--- src/rtl/desc_pkg.sv ---
`timescale 1ns / 1ps
// ----------------------------------------------------------------------------
// desc_pkg - shared types and constants for the debounced edge step counter
// Field widths, item op codes, CSR indexes and the struct that is handed from
// the filter/counter stage to the position stage.
// ----------------------------------------------------------------------------
package desc_pkg;

   localparam int CNT_W  = 16;  // edge counter
   localparam int POS_W  = 12;  // reported position
   localparam int INIT_W = 12;  // reload value in turns
   localparam int THR_W  = 4;   // hysteresis thresholds

   localparam logic [THR_W-1:0] LOW_THR_RESET  = 4'd2;
   localparam logic [THR_W-1:0] HIGH_THR_RESET = 4'd6;

   typedef enum logic [0:0] {
      OP_TICK   = 1'b0,
      OP_RELOAD = 1'b1
   } op_type;

   typedef enum logic [0:0] {
      REG_LOW_THR  = 1'b0,
      REG_HIGH_THR = 1'b1
   } csr_index_type;

   // State after one item, waiting for the position divide
   typedef struct packed {
      logic [CNT_W-1:0] counter;
      logic             changed;
      logic             level;
   } stage_type;

endpackage

--- src/rtl/desc_core.sv ---
`timescale 1ns / 1ps
// ----------------------------------------------------------------------------
// desc_core - sample filter, hysteresis comparator and edge counter
// Updates the filter state and the counter for each accepted transaction and
// registers the counter, changed flag and level for the position stage.
// ----------------------------------------------------------------------------
module desc_core #(
   parameter int WINDOW          = 8,
   parameter int COUNTS_PER_TURN = 16
) (
   input  logic                                 clock,
   input  logic                                 reset,
   input  logic                                 accept,
   input  logic                                 op,
   input  logic                                 pin_level,
   input  logic signed [desc_pkg::INIT_W-1:0]   init_value,
   input  logic [desc_pkg::THR_W-1:0]           low_thr,
   input  logic [desc_pkg::THR_W-1:0]           high_thr,
   output desc_pkg::stage_type                  stage_q
);
   import desc_pkg::*;

   localparam int ONES_W = $clog2(WINDOW + 1);
   localparam int CMP_W  = (ONES_W > THR_W) ? ONES_W : THR_W;
   localparam logic [CNT_W-1:0] CPT_K = CNT_W'(COUNTS_PER_TURN);

   logic [WINDOW-1:0]  history_ff, history_in;
   logic [ONES_W-1:0]  ones_ff, ones_in, ones_tick;
   logic               level_ff, level_in;
   logic [CNT_W-1:0]   counter_ff, counter_in;
   logic               changed;
   logic [CNT_W-1:0]   init_ext;
   logic [2*CNT_W-1:0] reload_prod;
   stage_type          stage_ff;

   assign init_ext    = {{(CNT_W-INIT_W){init_value[INIT_W-1]}}, init_value};
   assign reload_prod = init_ext * CPT_K;   // only the low half is kept (wraps)

   // oldest sample leaves, newest enters
   assign ones_tick = ones_ff - ONES_W'(history_ff[WINDOW-1]) + ONES_W'(pin_level);

   always_comb begin
      history_in = history_ff;
      ones_in    = ones_ff;
      level_in   = level_ff;
      counter_in = counter_ff;
      changed    = 1'b0;
      if (accept) begin
         if (op == OP_RELOAD) begin
            history_in = '0;
            ones_in    = '0;
            level_in   = 1'b0;
            counter_in = reload_prod[CNT_W-1:0];
            changed    = 1'b1;
         end else begin
            history_in = {history_ff[WINDOW-2:0], pin_level};
            ones_in    = ones_tick;
            if (!level_ff) begin
               if (CMP_W'(ones_tick) > CMP_W'(high_thr)) begin
                  level_in   = 1'b1;
                  counter_in = counter_ff - CNT_W'(1);
                  changed    = 1'b1;
               end
            end else if (CMP_W'(ones_tick) < CMP_W'(low_thr)) begin
               level_in = 1'b0;
            end
         end
      end
   end

   always_ff @(posedge clock) begin
      if (reset) begin
         history_ff <= '0;
         ones_ff    <= '0;
         level_ff   <= 1'b0;
         counter_ff <= '0;
      end else begin
         history_ff <= history_in;
         ones_ff    <= ones_in;
         level_ff   <= level_in;
         counter_ff <= counter_in;
      end
   end

   // payload only, qualified by the valid bit kept at the top level
   always_ff @(posedge clock) begin
      if (accept) begin
         stage_ff.counter <= counter_in;
         stage_ff.changed <= changed;
         stage_ff.level   <= level_in;
      end
   end

   assign stage_q = stage_ff;

endmodule

--- src/rtl/desc_div.sv ---
`timescale 1ns / 1ps
// ----------------------------------------------------------------------------
// desc_div - position stage
// Divides the signed counter by counts-per-turn (truncating toward zero) with
// a constant reciprocal multiply, and holds the response register.
// ----------------------------------------------------------------------------
module desc_div #(
   parameter int COUNTS_PER_TURN = 16
) (
   input  logic                                clock,
   input  logic                                load,
   input  desc_pkg::stage_type                 stage_d,
   output logic signed [desc_pkg::POS_W-1:0]   rsp_position,
   output logic                                rsp_changed,
   output logic                                rsp_filtered_level
);
   import desc_pkg::*;

   // exact for magnitudes below 2**CNT_W: ceil(2**(CNT_W+l) / d), l = ceil(log2 d)
   localparam int SH = CNT_W + $clog2(COUNTS_PER_TURN);
   localparam longint unsigned RECIP_L =
      ((64'd1 << SH) + longint'(COUNTS_PER_TURN) - 64'd1) / longint'(COUNTS_PER_TURN);
   localparam int RECIP_W = CNT_W + 1;
   localparam logic [RECIP_W-1:0] RECIP = RECIP_W'(RECIP_L);

   logic                       neg;
   logic [CNT_W-1:0]           mag;
   logic [CNT_W+RECIP_W-1:0]   prod;
   logic [CNT_W-1:0]           quot, quot_sgn;
   logic [POS_W-1:0]           position_ff;
   logic                       changed_ff, level_ff;

   assign neg      = stage_d.counter[CNT_W-1];
   assign mag      = neg ? (CNT_W'(0) - stage_d.counter) : stage_d.counter;
   assign prod     = mag * RECIP;
   assign quot     = CNT_W'(prod >> SH);
   assign quot_sgn = neg ? (CNT_W'(0) - quot) : quot;

   always_ff @(posedge clock) begin
      if (load) begin
         position_ff <= quot_sgn[POS_W-1:0];   // wraps when out of range
         changed_ff  <= stage_d.changed;
         level_ff    <= stage_d.level;
      end
   end

   assign rsp_position       = position_ff;
   assign rsp_changed        = changed_ff;
   assign rsp_filtered_level = level_ff;

endmodule

--- src/rtl/debounced_edge_step_counter.sv ---
`timescale 1ns / 1ps
// Flow: an accepted transaction is held in the stage 1 register, then in the
//   response register, where it is on rsp_*.
// Throughput: one transaction per cycle when req_stall is low; two register
//   stages (filter/counter update, reciprocal-multiply divide), bubble fill.
// Reset: synchronous, active high; clears filter, level, counter, valid bits,
//   and sets thresholds to low = 2, high = 6. No clearing pass.
// ----------------------------------------------------------------------------
// debounced_edge_step_counter - moving-window debounce with hysteresis
// Counts qualified rising edges of a sampled pin downward in a 16-bit
// wrapping counter and reports the position in turns on every transaction.
// ----------------------------------------------------------------------------
module debounced_edge_step_counter #(
   parameter int WINDOW          = 8,
   parameter int COUNTS_PER_TURN = 16
) (
   input  logic                                clock,
   input  logic                                reset,
   // request channel
   input  logic                                req_valid,
   output logic                                req_stall,
   input  logic                                req_op,
   input  logic                                req_pin_level,
   input  logic signed [desc_pkg::INIT_W-1:0]  req_init_value,
   // response channel
   output logic                                rsp_valid,
   input  logic                                rsp_stall,
   output logic signed [desc_pkg::POS_W-1:0]   rsp_position,
   output logic                                rsp_changed,
   output logic                                rsp_filtered_level,
   // register write channel
   input  logic                                csr_valid,
   output logic                                csr_ready,
   input  logic                                csr_index,
   input  logic [desc_pkg::THR_W-1:0]          csr_wdata
);
   import desc_pkg::*;

   logic [THR_W-1:0] low_thr_ff, low_thr_in;
   logic [THR_W-1:0] high_thr_ff, high_thr_in;
   logic             s1_valid_ff, s1_valid_in;
   logic             rsp_valid_ff, rsp_valid_in;
   logic             out_en;     // response register may load
   logic             s1_en;      // stage 1 register may load
   logic             req_accept;
   stage_type        stage_q;

   // ------------------------------------------------------------------
   // Pipeline control. Each stage loads when it is empty or the stage
   // after it moves, so bubbles close up and a held response only stalls
   // the request side once both stages are full.
   // ------------------------------------------------------------------
   assign out_en     = !rsp_valid_ff || !rsp_stall;
   assign s1_en      = !s1_valid_ff || out_en;
   assign req_stall  = !s1_en;
   assign req_accept = req_valid && s1_en;

   assign s1_valid_in  = s1_en ? req_valid : s1_valid_ff;
   assign rsp_valid_in = out_en ? s1_valid_ff : rsp_valid_ff;

   always_ff @(posedge clock) begin
      if (reset) begin
         s1_valid_ff  <= 1'b0;
         rsp_valid_ff <= 1'b0;
      end else begin
         s1_valid_ff  <= s1_valid_in;
         rsp_valid_ff <= rsp_valid_in;
      end
   end

   assign rsp_valid = rsp_valid_ff;

   // ------------------------------------------------------------------
   // Threshold registers. Writes are always taken; software must write them
   // only while no transaction is in flight, as the block does not enforce it.
   // ------------------------------------------------------------------
   assign csr_ready = 1'b1;

   always_comb begin
      low_thr_in  = low_thr_ff;
      high_thr_in = high_thr_ff;
      if (csr_valid) begin
         unique case (csr_index_type'(csr_index))
            REG_LOW_THR:  low_thr_in  = csr_wdata;
            REG_HIGH_THR: high_thr_in = csr_wdata;
            default:      ;
         endcase
      end
   end

   always_ff @(posedge clock) begin
      if (reset) begin
         low_thr_ff  <= LOW_THR_RESET;
         high_thr_ff <= HIGH_THR_RESET;
      end else begin
         low_thr_ff  <= low_thr_in;
         high_thr_ff <= high_thr_in;
      end
   end

   // ------------------------------------------------------------------
   // Stage 1: window shift, ones count, hysteresis and edge counter.
   // The state moves on the accepting edge, so the next transaction sees
   // the updated state.
   // ------------------------------------------------------------------
   desc_core #(
      .WINDOW          (WINDOW),
      .COUNTS_PER_TURN (COUNTS_PER_TURN)
   ) u_core (
      .clock      (clock),
      .reset      (reset),
      .accept     (req_accept),
      .op         (req_op),
      .pin_level  (req_pin_level),
      .init_value (req_init_value),
      .low_thr    (low_thr_ff),
      .high_thr   (high_thr_ff),
      .stage_q    (stage_q)
   );

   // ------------------------------------------------------------------
   // Stage 2: counter / counts-per-turn into the response register.
   // ------------------------------------------------------------------
   desc_div #(
      .COUNTS_PER_TURN (COUNTS_PER_TURN)
   ) u_div (
      .clock              (clock),
      .load               (out_en && s1_valid_ff),
      .stage_d            (stage_q),
      .rsp_position       (rsp_position),
      .rsp_changed        (rsp_changed),
      .rsp_filtered_level (rsp_filtered_level)
   );

   // ------------------------------------------------------------------
   // Assertions
   // ------------------------------------------------------------------
   // a reload always reports a change with the level cleared
   a_reload_result: assert property (@(posedge clock) disable iff (reset)
      req_accept && (req_op == OP_RELOAD)
      |=> s1_valid_ff && stage_q.changed && !stage_q.level)
      else $error("reload did not flag change / clear level");

   // a full stage 1 that cannot drain keeps its transaction
   a_s1_hold: assert property (@(posedge clock) disable iff (reset)
      s1_valid_ff && !out_en |=> s1_valid_ff && $stable(stage_q))
      else $error("stage 1 transaction lost while stalled");

   // a counter step on a tick only happens together with a high level
   a_tick_change: assert property (@(posedge clock) disable iff (reset)
      req_accept && (req_op == OP_TICK) |=> stage_q.changed == 1'b0 || stage_q.level)
      else $error("counter stepped without a rising level");

   // no transaction enters while the pipe is full and the output is held
   a_no_overrun: assert property (@(posedge clock) disable iff (reset)
      s1_valid_ff && rsp_valid_ff && rsp_stall |-> req_stall)
      else $error("request accepted into a full pipeline");

endmodule
--- config.mk ---
export PLATFORM = sky130hd
export DESIGN_NAME = debounced_edge_step_counter
export DESIGN_NICKNAME = d
export VERILOG_FILES = /design/src/rtl/desc_pkg.sv /design/src/rtl/desc_core.sv /design/src/rtl/desc_div.sv /design/src/rtl/debounced_edge_step_counter.sv
export SDC_FILE = /design/constraint.sdc
export NUM_CORES = 1
export LEC_CHECK = 0
export ABC_AREA = 1
export BUFFER_PORTS_ARGS = -buffer_cell sky130_fd_sc_hd__buf_4
export CAP_MARGIN = 20
export CORE_ASPECT_RATIO = 1.2
export CORE_UTILIZATION = 32
export DETAILED_ROUTE_END_ITERATION = 8
export PLACE_DENSITY = 0.53
export SLEW_MARGIN = 20
export SYNTH_ARGS = -nofsm -noshare
export SYNTH_HDL_FRONTEND = slang
export SYNTH_HIERARCHICAL = 1
export SYNTH_SLANG_ARGS = --single-unit
--- constraint.sdc ---
create_clock -name clock -period 7.5 [get_ports clock]
set_input_delay 0.75 -clock clock [delete_from_list [all_inputs] [get_ports clock]]
set_output_delay 0.75 -clock clock [all_outputs]
set_load 0.03 [all_outputs]
---- After elaboration in Yosys (flattened, before gate mapping) ----
Index checks and enable logic that the tools add are counted.
cells by class
  $add $sub $neg .......................... 5
  magnitude comparators ................... 2
  multiplexer cells ....................... 14
  bitwise gates (word level) .............. 1
  reduce and logical (&&, ||, !) cells .... 10
operators by type and width
  operator                                            number
  two-way mux 16 bit                                  5
  subtractor 1 x 16 -> 16 bit, first input constant   1
  subtractor 16 x 1 -> 16 bit, second input constant  1
  two-way mux 12 bit                                  1
  subtractor 1 x 12 -> 12 bit, first input constant   1
  two-way mux 8 bit                                   1
  two-way mux 1 bit                                   6
  adder 4 x 1 -> 4 bit                                1
  > comparator 4 bit                                  1
  zero test 1 bit                                     4
  < comparator 4 bit                                  1
  two-way mux 4 bit                                   1
  AND reduction 2 bit                                 2
  subtractor 4 x 1 -> 4 bit                           1
  logical AND 1 bit                                   2
  logical OR 1 bit                                    2
  NOT 1 bit                                           1
storage, ports and cells
  flip-flop bits (word level) ............. 71
  bits of input ports ..................... 24
  output and inout bits ................... 17
  word-level logic and storage cells ...... 46

---- Longest topological paths before layout ----
Gate-level depths: netlist of run 1.
  depth in word-level cells ............... 7
  depth in mapped cells ................... 19
  mapped depth without buffers ............ 19

---- Modules after synthesis ----
The synthesis of run 1 kept the hierarchy.
by module, submodules not included
  module                       times used  cells an instance  area each (um^2)  seq. area each (um^2)
  desc_core                    1           324                2487.4            1121.1
  desc_div                     1           165                1171.1            420.4
  debounced_edge_step_counter  1           58                 407.9             200.2

---- Worst setup path after synthesis of run 1 ----
Ideal clock, no wire load.
  path type ............................... input port to flip-flop
  from .................................... in req_pin_level
  to ...................................... reg u_core.stage_ff, in the netlist u_core/stage_q[5] (data pin)
  library setup time ...................... 0.251 ns
  arrival ................................. 2.613 ns
  data required time ...................... 7.249 ns
  slack ................................... 4.636 ns
  stages on the path ...................... 14
  path buffers ............................ 0
  cell sequence ........................... ha_1 > fa_1 > xor2_1 > ha_1 > nand2_1 > nor2_1 > nor2_4 > nand2_4 > nor2_4 > nand3_1 > nor2_1 > nor2_1 > nand2_1 > inv_1
between the ends
  cells in the longest elaborated chain, start to end .. 6
RTL lines
  what                            RTL line                           source
  from (decl)                     debounced_edge_step_counter.sv:23  input logic req_pin_level,
  adder 4 x 1 -> 4 bit            desc_core.sv:40                    assign ones_tick = ones_ff - ONES_W'(history_ff[WINDOW-1]) + ONES_W'(pin_level);
  > comparator 4 bit              desc_core.sv:59                    if (CMP_W'(ones_tick) > CMP_W'(high_thr)) begin
  two-way mux 16 bit              desc_core.sv:59
  two-way mux 16 bit              desc_core.sv:58                    if (!level_ff) begin
  two-way mux 16 bit              desc_core.sv:49                    if (op == OP_RELOAD) begin
  two-way mux 16 bit              desc_core.sv:48                    if (accept) begin
  named net u_core.counter_in[3]  desc_core.sv:30                    logic [CNT_W-1:0] counter_ff, counter_in;
  to (decl)                       desc_core.sv:34                    stage_type stage_ff;
The timed path passes the listed nets, and every way through them passes these cells.
A chain may end at the register's enable or synchronous reset.

---- Worst setup path after layout of run 1 ----
  from .................................... reg u_core.ones_ff[0]
  to ...................................... reg u_core.stage_ff, in the netlist u_core/stage_q[16] (data pin)
between the ends
  cells in the longest elaborated chain, start to end .. 7
RTL lines
  what                             RTL line         source
  from (decl)                      desc_core.sv:28  logic [ONES_W-1:0] ones_ff, ones_in, ones_tick;
  from (signal assigned)           desc_core.sv:79  ones_ff <= ones_in;
  subtractor 4 x 1 -> 4 bit        desc_core.sv:40
  adder 4 x 1 -> 4 bit             desc_core.sv:40
  > comparator 4 bit               desc_core.sv:59
  two-way mux 16 bit               desc_core.sv:59
  two-way mux 16 bit               desc_core.sv:58
  two-way mux 16 bit               desc_core.sv:49
  two-way mux 16 bit               desc_core.sv:48
  named net u_core.counter_in[14]  desc_core.sv:30
The timed path passes the listed nets, and every way through them passes these cells.

==> results of run 1 <==
==> logic make-up after synthesis <==
kind of cell	share of synthesized area
AO/OA/AOI/OAI	0.0868
XOR/XNOR	0.0258
other	0.000922
AND/OR/NAND/NOR	0.313
adder cells (fa/ha/maj)	0.0449
buffers and inverters	0.101
flip-flops	0.428
==> layer usage <==
metal	GRT usage	up-vias	part of all wire
met1	0.148	1486	0.43
met2	0.256	51	0.51
li1	-	1817	-
met3	0.0235	19	0.029
met5	0	-	0
met4	0.0820	0	0.030
==> through the flow <==
step / power [mW] / cell area (µm²)
floorplan: 0.586 / 4070
global placement: 0.632 / 4510
detailed placement: 0.634 / 4510
CTS: 1.17 / 4880
global route: 1.21 / 4880
finish: 1.15 / 4880
==> critical path, delay by kind of cell, from the launching register on <==
kind                       cells  cell delay [ns]
xor gates and xnor gates       1             0.26
adders and majority gates      4             1.13
buffers and inverters          2             0.08
DFF                            1             0.33
and+or+nand+nor                8             0.97
==> final cells by class <==
type / instances / area share
Multi-Input combinational cell: 373 / 0.392
Sequential cell: 71 / 0.357
Inverter: 92 / 0.0710
Timing Repair Buffer: 41 / 0.0630
Clock buffer: 9 / 0.0461
Tap cell: 161 / 0.0413
Clock inverter: 7 / 0.0297
==> placed cells by master (no fill, tap or decap), drive strengths merged <==
| cell | instances |
|---|---|
| a21boi | 1 |
| a21oi | 36 |
| a31oi | 1 |
| and2 | 1 |
| buf | 41 |
| bufinv | 4 |
| clkbuf | 9 |
| clkinv | 3 |
| clkinvlp | 1 |
| conb | 1 |
| dfxtp | 39 |
| edfxtp | 32 |
| fa | 1 |
| ha | 13 |
| inv | 91 |
| nand2 | 154 |
| nand3 | 44 |
| nand3b | 2 |
| nand4 | 8 |
| nor2 | 66 |
| nor3 | 2 |
| o211ai | 1 |
| o21ai | 28 |
| o21bai | 1 |
| or2 | 1 |
| xnor2 | 2 |
| xor2 | 10 |
==> worst min path at each step <==
stage / startpoint / end / slack, ns / depth (start not counted)
after CTS: u_core/stage_q[1] / u_div/rsp_changed / 0.42 / 0
final: u_core/stage_q[1] / u_div/rsp_changed / 0.42 / 0
after global placement: u_core/stage_q[1] / u_div/rsp_changed / 0.41 / 0
after floorplan: u_core/stage_q[1] / u_div/rsp_changed / 0.40 / 0
after detailed placement: u_core/stage_q[1] / u_div/rsp_changed / 0.41 / 0
after global routing: u_core/stage_q[1] / u_div/rsp_changed / 0.42 / 0
==> sequential cells by signal (all words and copies together), names as in the netlist <==
| register | cells |
|---|---|
| high_thr_ff | 4 |
| low_thr_ff | 4 |
| rsp_valid | 1 |
| s1_valid_ff | 1 |
| u_core/counter_ff | 16 |
| u_core/history_ff | 8 |
| u_core/level_ff | 1 |
| u_core/ones_ff | 4 |
| u_core/stage_q | 18 |
| u_div/rsp_changed | 1 |
| u_div/rsp_filtered_level | 1 |
| u_div/rsp_position | 12 |
==> power by group through the flow <==
stage	Clock [mW]	Sequential, mW	Combinational, mW
6_report	0.528	0.449	0.176
5_1_grt	0.555	0.452	0.202
4_1_cts	0.541	0.449	0.178
3_5_place_dp	0	0.457	0.177
3_3_place_gp	0	0.457	0.175
2_1_floorplan	0	0.464	0.122
==> metrics.yaml, run 1 <==
critical_path:
  r2r_cells: 15
  worstPathArrival_ns: 3.12
  crit_slowest_cell: "fa_1"
  r2r_end: "u_core/stage_q[16]"
  crit_chain: "inv_1, ha_1, inv_1, ha_1, fa_1, xor2_1, ha_1, nand2_1, nor2_1, nor2_4, nand3_1, nor2_1, nand3_1, nand3_1, nand2_1"
  startpoint_type: "flop"
  slowest_delay_ns: 0.38
  crit_required_ns: 7.59
  r2r-start: "u_core/ones_ff[0]"
  crit_path_start: "u_core/ones_ff[0]"
  reg2reg_slack_ns: 4.47
  crit_path_end_kind: "flop"
  crit_type: "flop to flop"
  crit_path_max_fanout: 6
  crit_end: "u_core/stage_q[16]"
logic_synthesis:
  synthTopCellsByCount: "141 x nand2_1, 84 x inv_1, 51 x nor2_1"
  synth_top_cells_by_area: "edfxtp_1 24%, dfxtp_1 19%, nand2_1 13%"
  synthDistinctLibCells: 37
  yosysMostFrequentCell: "nand2_1"
  synth_top_area_frac: 0.236
  synth_edf_count: 32
  synth-seq-cells: 71
  ys.flop_type: "dfxtp_1"
  async_reset_ff_frac: 0
  synth_cells: 547
  yosysWarnings: 6
  yosys.area.top_type: "edfxtp_1"
  syn_avg_cell_area_um2: 7.43
  syn-num-nets: 585
  syn-cell-area_um2: 4070
  synth_seq_area_share: 0.428
min_path:
  hp-class: "flop to flop"
clock_tree:
  cts-htree-levels: 3
  cts_made_buffers: 9
  cts_hold_buf: 0
  cts_root_buffer: "clkbuf_16"
  cts.clk_slew.worst_paths_ns: 0.06
  post_cts_buffers: 0
  cts.sinks: 71
  cts-resized-gates: 0
  cts_tree: "built"
  clock_path_buffers: 2
  insertion_delay_ns: 0.34
global_route:
  grt_pass1_vias: 3317
  grtUsageTotal: 0.139
  grt_max_degree: 33
  grt_overflow_total: 0
  antenna_found_initial: 0
  grt_first_pass_wirelength_um: 14500
finish:
  drive_gt1_frac: 0.172
  fin_util: 0.400
  seq_area_um2: 1740
  antenna_cells: 0
  final_cells: 754
  multi_input_area_um2: 1920
  syn_to_final_growth_pct: 20.1
  fill_cells: 1252
  nets: 626
detailed_routing:
  via_per_inst: 4.47
  drt_first_pass_iters: 4
  drc: 0
  ant_nets: 0
  drt-total-wl_um: 8500
  wl_per_cell_um: 11.3
  drtIter0Drc: 121
  vias: 3373
sta:
  min_period_over_period: 0.404
  skew_ns: 0.00783
  fin_ws_ns: 4.47
  slew_violations: 0
  worst_pin_slew_ns: 0.993
  hold_viol: 0
  period_minus_slack_ns: 3.03
  rsz0062_at_grt: "no"
  finalSetupViolCount: 0
  relSlewSlack: 0.337
  setup_tns_ns: 0
  fmax_ghz: 0.330
  holdWs_ns: 0.421
power_and_ir_drop:
  vdd_drop_max_uv: 87.8
  p_sw_mw: 0.298
  internal-power_mw: 0.855
  seqPwrFrac: 0.389
  power_frac_clock: 0.458
  switching_share: 0.259
  cellLeakagePower_nw: 2.26
  pwr-share-comb: 0.153
  power.density_nw_per_um2: 236
placement:
  gp_congestion: 0.812
  dp_slack_ns: 4.19
  portBuffers: 39
  dp_hpwl_um: 6290
  placed_cells: 738
outcome:
  status: "finished, final reports clean"
floorplanning:
  die_w_um: 105
  row_count: 44
  fp.dieH_um: 125
  core_area_um2: 12200
  die_area_um2: 13200
  start_util: 0.333
  pin_count: 41
job:
  max_cap_violations: 0
Note: power is estimated with default switching activity, not from simulation.
==> run 2, diff against run 1 <==
==> constraint.sdc (replaced) <==
create_clock -name clock -period 3.15 [get_ports clock]
set_input_delay 0.315 -clock clock [delete_from_list [all_inputs] [get_ports clock]]
set_output_delay 0.315 -clock clock [all_outputs]
set_load 0.03 [all_outputs]
==> metrics.yaml, run 2 (same netlist as run 1, synthesis figures left out) <==
outcome:
  status: "finished, final reports clean"
clock_tree:
  cts-htree-levels: 3  # unchanged
  clock_path_buffers: 2  # unchanged
  post_cts_buffers: 0  # unchanged
  insertion_delay_ns: 0.33  # about the same
  cts_made_buffers: 9  # unchanged
  cts.sinks: 71  # unchanged
  cts.clk_slew.worst_paths_ns: 0.06  # about the same
  cts_root_buffer: "clkbuf_16"
  cts_tree: "built"
placement:
  portBuffers: 39  # unchanged
  dp_hpwl_um: 6220  # -1.3%
  gp_congestion: 0.824  # +1.5%
  placed_area_um2: 4530  # +0.33%
sta:
  worst_pin_slew_ns: 0.502  # -0.491 ns
  rsz0062_at_grt: "no"
  holdWs_ns: 0.197  # -0.224 ns
  setup_tns_ns: 0  # unchanged
  slew_violations: 0  # unchanged
  relSlewSlack: 0.665  # +0.328
  period_minus_slack_ns: 2.94  # -0.0868 ns
  finalSetupViolCount: 0  # unchanged
  skew_ns: 0.00610  # -0.00174 ns
  hold_viol: 0  # unchanged
  fmax_ghz: 0.340  # +2.9%
  min_period_over_period: 0.934  # +0.530
critical_path:
  reg2reg_slack_ns: 0.21  # -4.26 ns
  startpoint_type: "flop"
  crit_path_end_kind: "flop"
  crit_required_ns: 3.24  # -4.35 ns
  crit_type: "flop to flop"
  r2r-start: "u_core/ones_ff[0]"
  r2r_end: "u_core/stage_q[5]"
  worstPathArrival_ns: 3.04  # -0.08 ns
  r2r_cells: 17  # +2
  crit_path_max_fanout: 6  # unchanged
finish:
  antenna_cells: 0  # unchanged
  drive_gt1_frac: 0.178  # +0.00614
  largest_reg_flops: 18  # unchanged
  mostFrequentLayoutCells: "141 x nand2_1, 84 x inv_1, 50 x nor2_1"
  fin_area_um2: 4860  # -0.49%
  seq_area_um2: 1740  # unchanged
  syn_to_final_growth_pct: 19.5
  nets: 628  # +0.32%
  final_common_cell: "nand2_1"
  fill_cells: 1259  # +0.56%
  multi_input_area_um2: 1930  # +0.52%
power_and_ir_drop:
  power.density_nw_per_um2: 524  # +120%
  cellLeakagePower_nw: 2.25  # -0.23%
  vdd_drop_max_uv: 236  # +170%
global_route:
  grt_max_degree: 33  # unchanged
  grt_first_pass_wirelength_um: 14400  # -0.48%
  grt_pass1_vias: 3210  # -3.2%
  grt_overflow_total: 0  # unchanged
  antenna_found_initial: 0  # unchanged
  grtUsageTotal: 0.138  # -0.00122
job:
  max_cap_violations: 0  # unchanged
detailed_routing:
  drtIter0Drc: 143  # +18%
  wl_per_cell_um: 10.9  # -3.5%
  via_per_inst: 4.44  # -0.83%
  drc: 0  # unchanged
  vias: 3354  # -0.56%
  drt_first_pass_iters: 4  # unchanged
  ant_nets: 0  # unchanged
  drt-total-wl_um: 8230  # -3.2%
min_path:
  hp-start: "csr_wdata[2]"
  hp-class: "input port to flop"
  hold_depth: 3  # +3
  hold_path_end: "high_thr_ff[2]"
floorplanning:
  pin_count: 41  # unchanged
  die_w_um: 105  # unchanged
  row_count: 44  # unchanged
  die_area_um2: 13200  # unchanged
  fp.dieH_um: 125  # unchanged
  core_area_um2: 12200  # unchanged
  start_util: 0.333  # unchanged
## run 2: cell types whose count changed in the layout (fill, tap and decap cells not counted)
cell	before	now
nor2_2	11	12
inv_4	0	1
clkbuf_8	0	2
clkinv_4	2	0
clkbuf_16	9	11
nor2_1	51	50
clkinv_2	1	2
xor2_2	0	1
buf_4	41	43
xor2_1	10	9
bufinv_16	4	0
## run 2: repair_timing
| item | CTS | global route |
|---|---|---|
| setup endpoints to repair | 0 | 3 |
| hold buffers | 0 | 0 |
| resized for setup | 0 | 2 |
## run 2: per-layer routing
| metal | up-vias | share of wire | wire length, µm | GRT usage |
|---|---|---|---|---|
| met4 | 0 | 0.016 | 128 | 0.0555 |
| met1 | 1468 | 0.45 | 3730 | 0.156 |
| li1 | 1820 | - | - | - |
| met3 | 10 | 0.038 | 314 | 0.0349 |
| met2 | 56 | 0.49 | 4050 | 0.246 |
| met5 | - | 0 | 0 | 0 |
## run 2: cell type report
cell class,count,share of cell area
Multi-Input combinational cell,373,0.396
Sequential cell,71,0.358
Inverter,92,0.0713
Timing Repair Buffer,43,0.0664
Clock buffer,13,0.0623
Tap cell,161,0.0415
Clock inverter,3,0.00386
## run 2: worst max-delay path: stages, from the launching register on
cell     delay, ns
dfxtp_1       0.33
inv_1         0.04
ha_1          0.26
inv_1         0.03
ha_1          0.19
fa_1          0.42
xor2_2        0.21
ha_1          0.28
nand2_1       0.08
nor2_1        0.07
nor2_4        0.19
nand2_4       0.11
nor2_4        0.13
nand3_1       0.10
nor2_1        0.09
nor2_1        0.04
nand2_1       0.10
inv_1         0.04
## run 2: worst max-delay path by stage
stage / slack (ns) / end / depth (start not counted) / startpoint
after global placement: 0.22 / u_core/stage_q[5] / 17 / u_core/ones_ff[0]
after floorplan: 0.42 / u_core/stage_q[5] / 17 / u_core/ones_ff[0]
after detailed placement: 0.17 / u_core/stage_q[14] / 15 / u_core/ones_ff[0]
after global routing: 0.01 / u_core/stage_q[5] / 17 / u_core/ones_ff[0]
final: 0.21 / u_core/stage_q[5] / 17 / u_core/ones_ff[0]
after CTS: 0.16 / u_core/stage_q[14] / 15 / u_core/ones_ff[0]
## run 2: metrics by stage
| step | total power [mW] | setup slack, ns | utilization | cells |
|---|---|---|---|---|
| 3_5_place_dp | 1.51 | 0.172 | 0.370 | 740 |
| 4_1_cts | 2.58 | 0.157 | 0.397 | 756 |
| 5_1_grt | 2.68 | 0.0105 | 0.398 | 756 |
| 3_3_place_gp | 1.50 | 0.219 | 0.370 | 740 |
| 2_1_floorplan | 1.40 | 0.422 | - | 547 |
| 6_report | 2.54 | 0.207 | 0.398 | 756 |
## run 2: where the power goes
part	internal, mW	switching [mW]	leakage [nW]	total, mW
logic	0.151	0.272	1.46	0.424
clock network	0.671	0.385	0.158	1.06
registers	1.03	0.0349	0.633	1.07
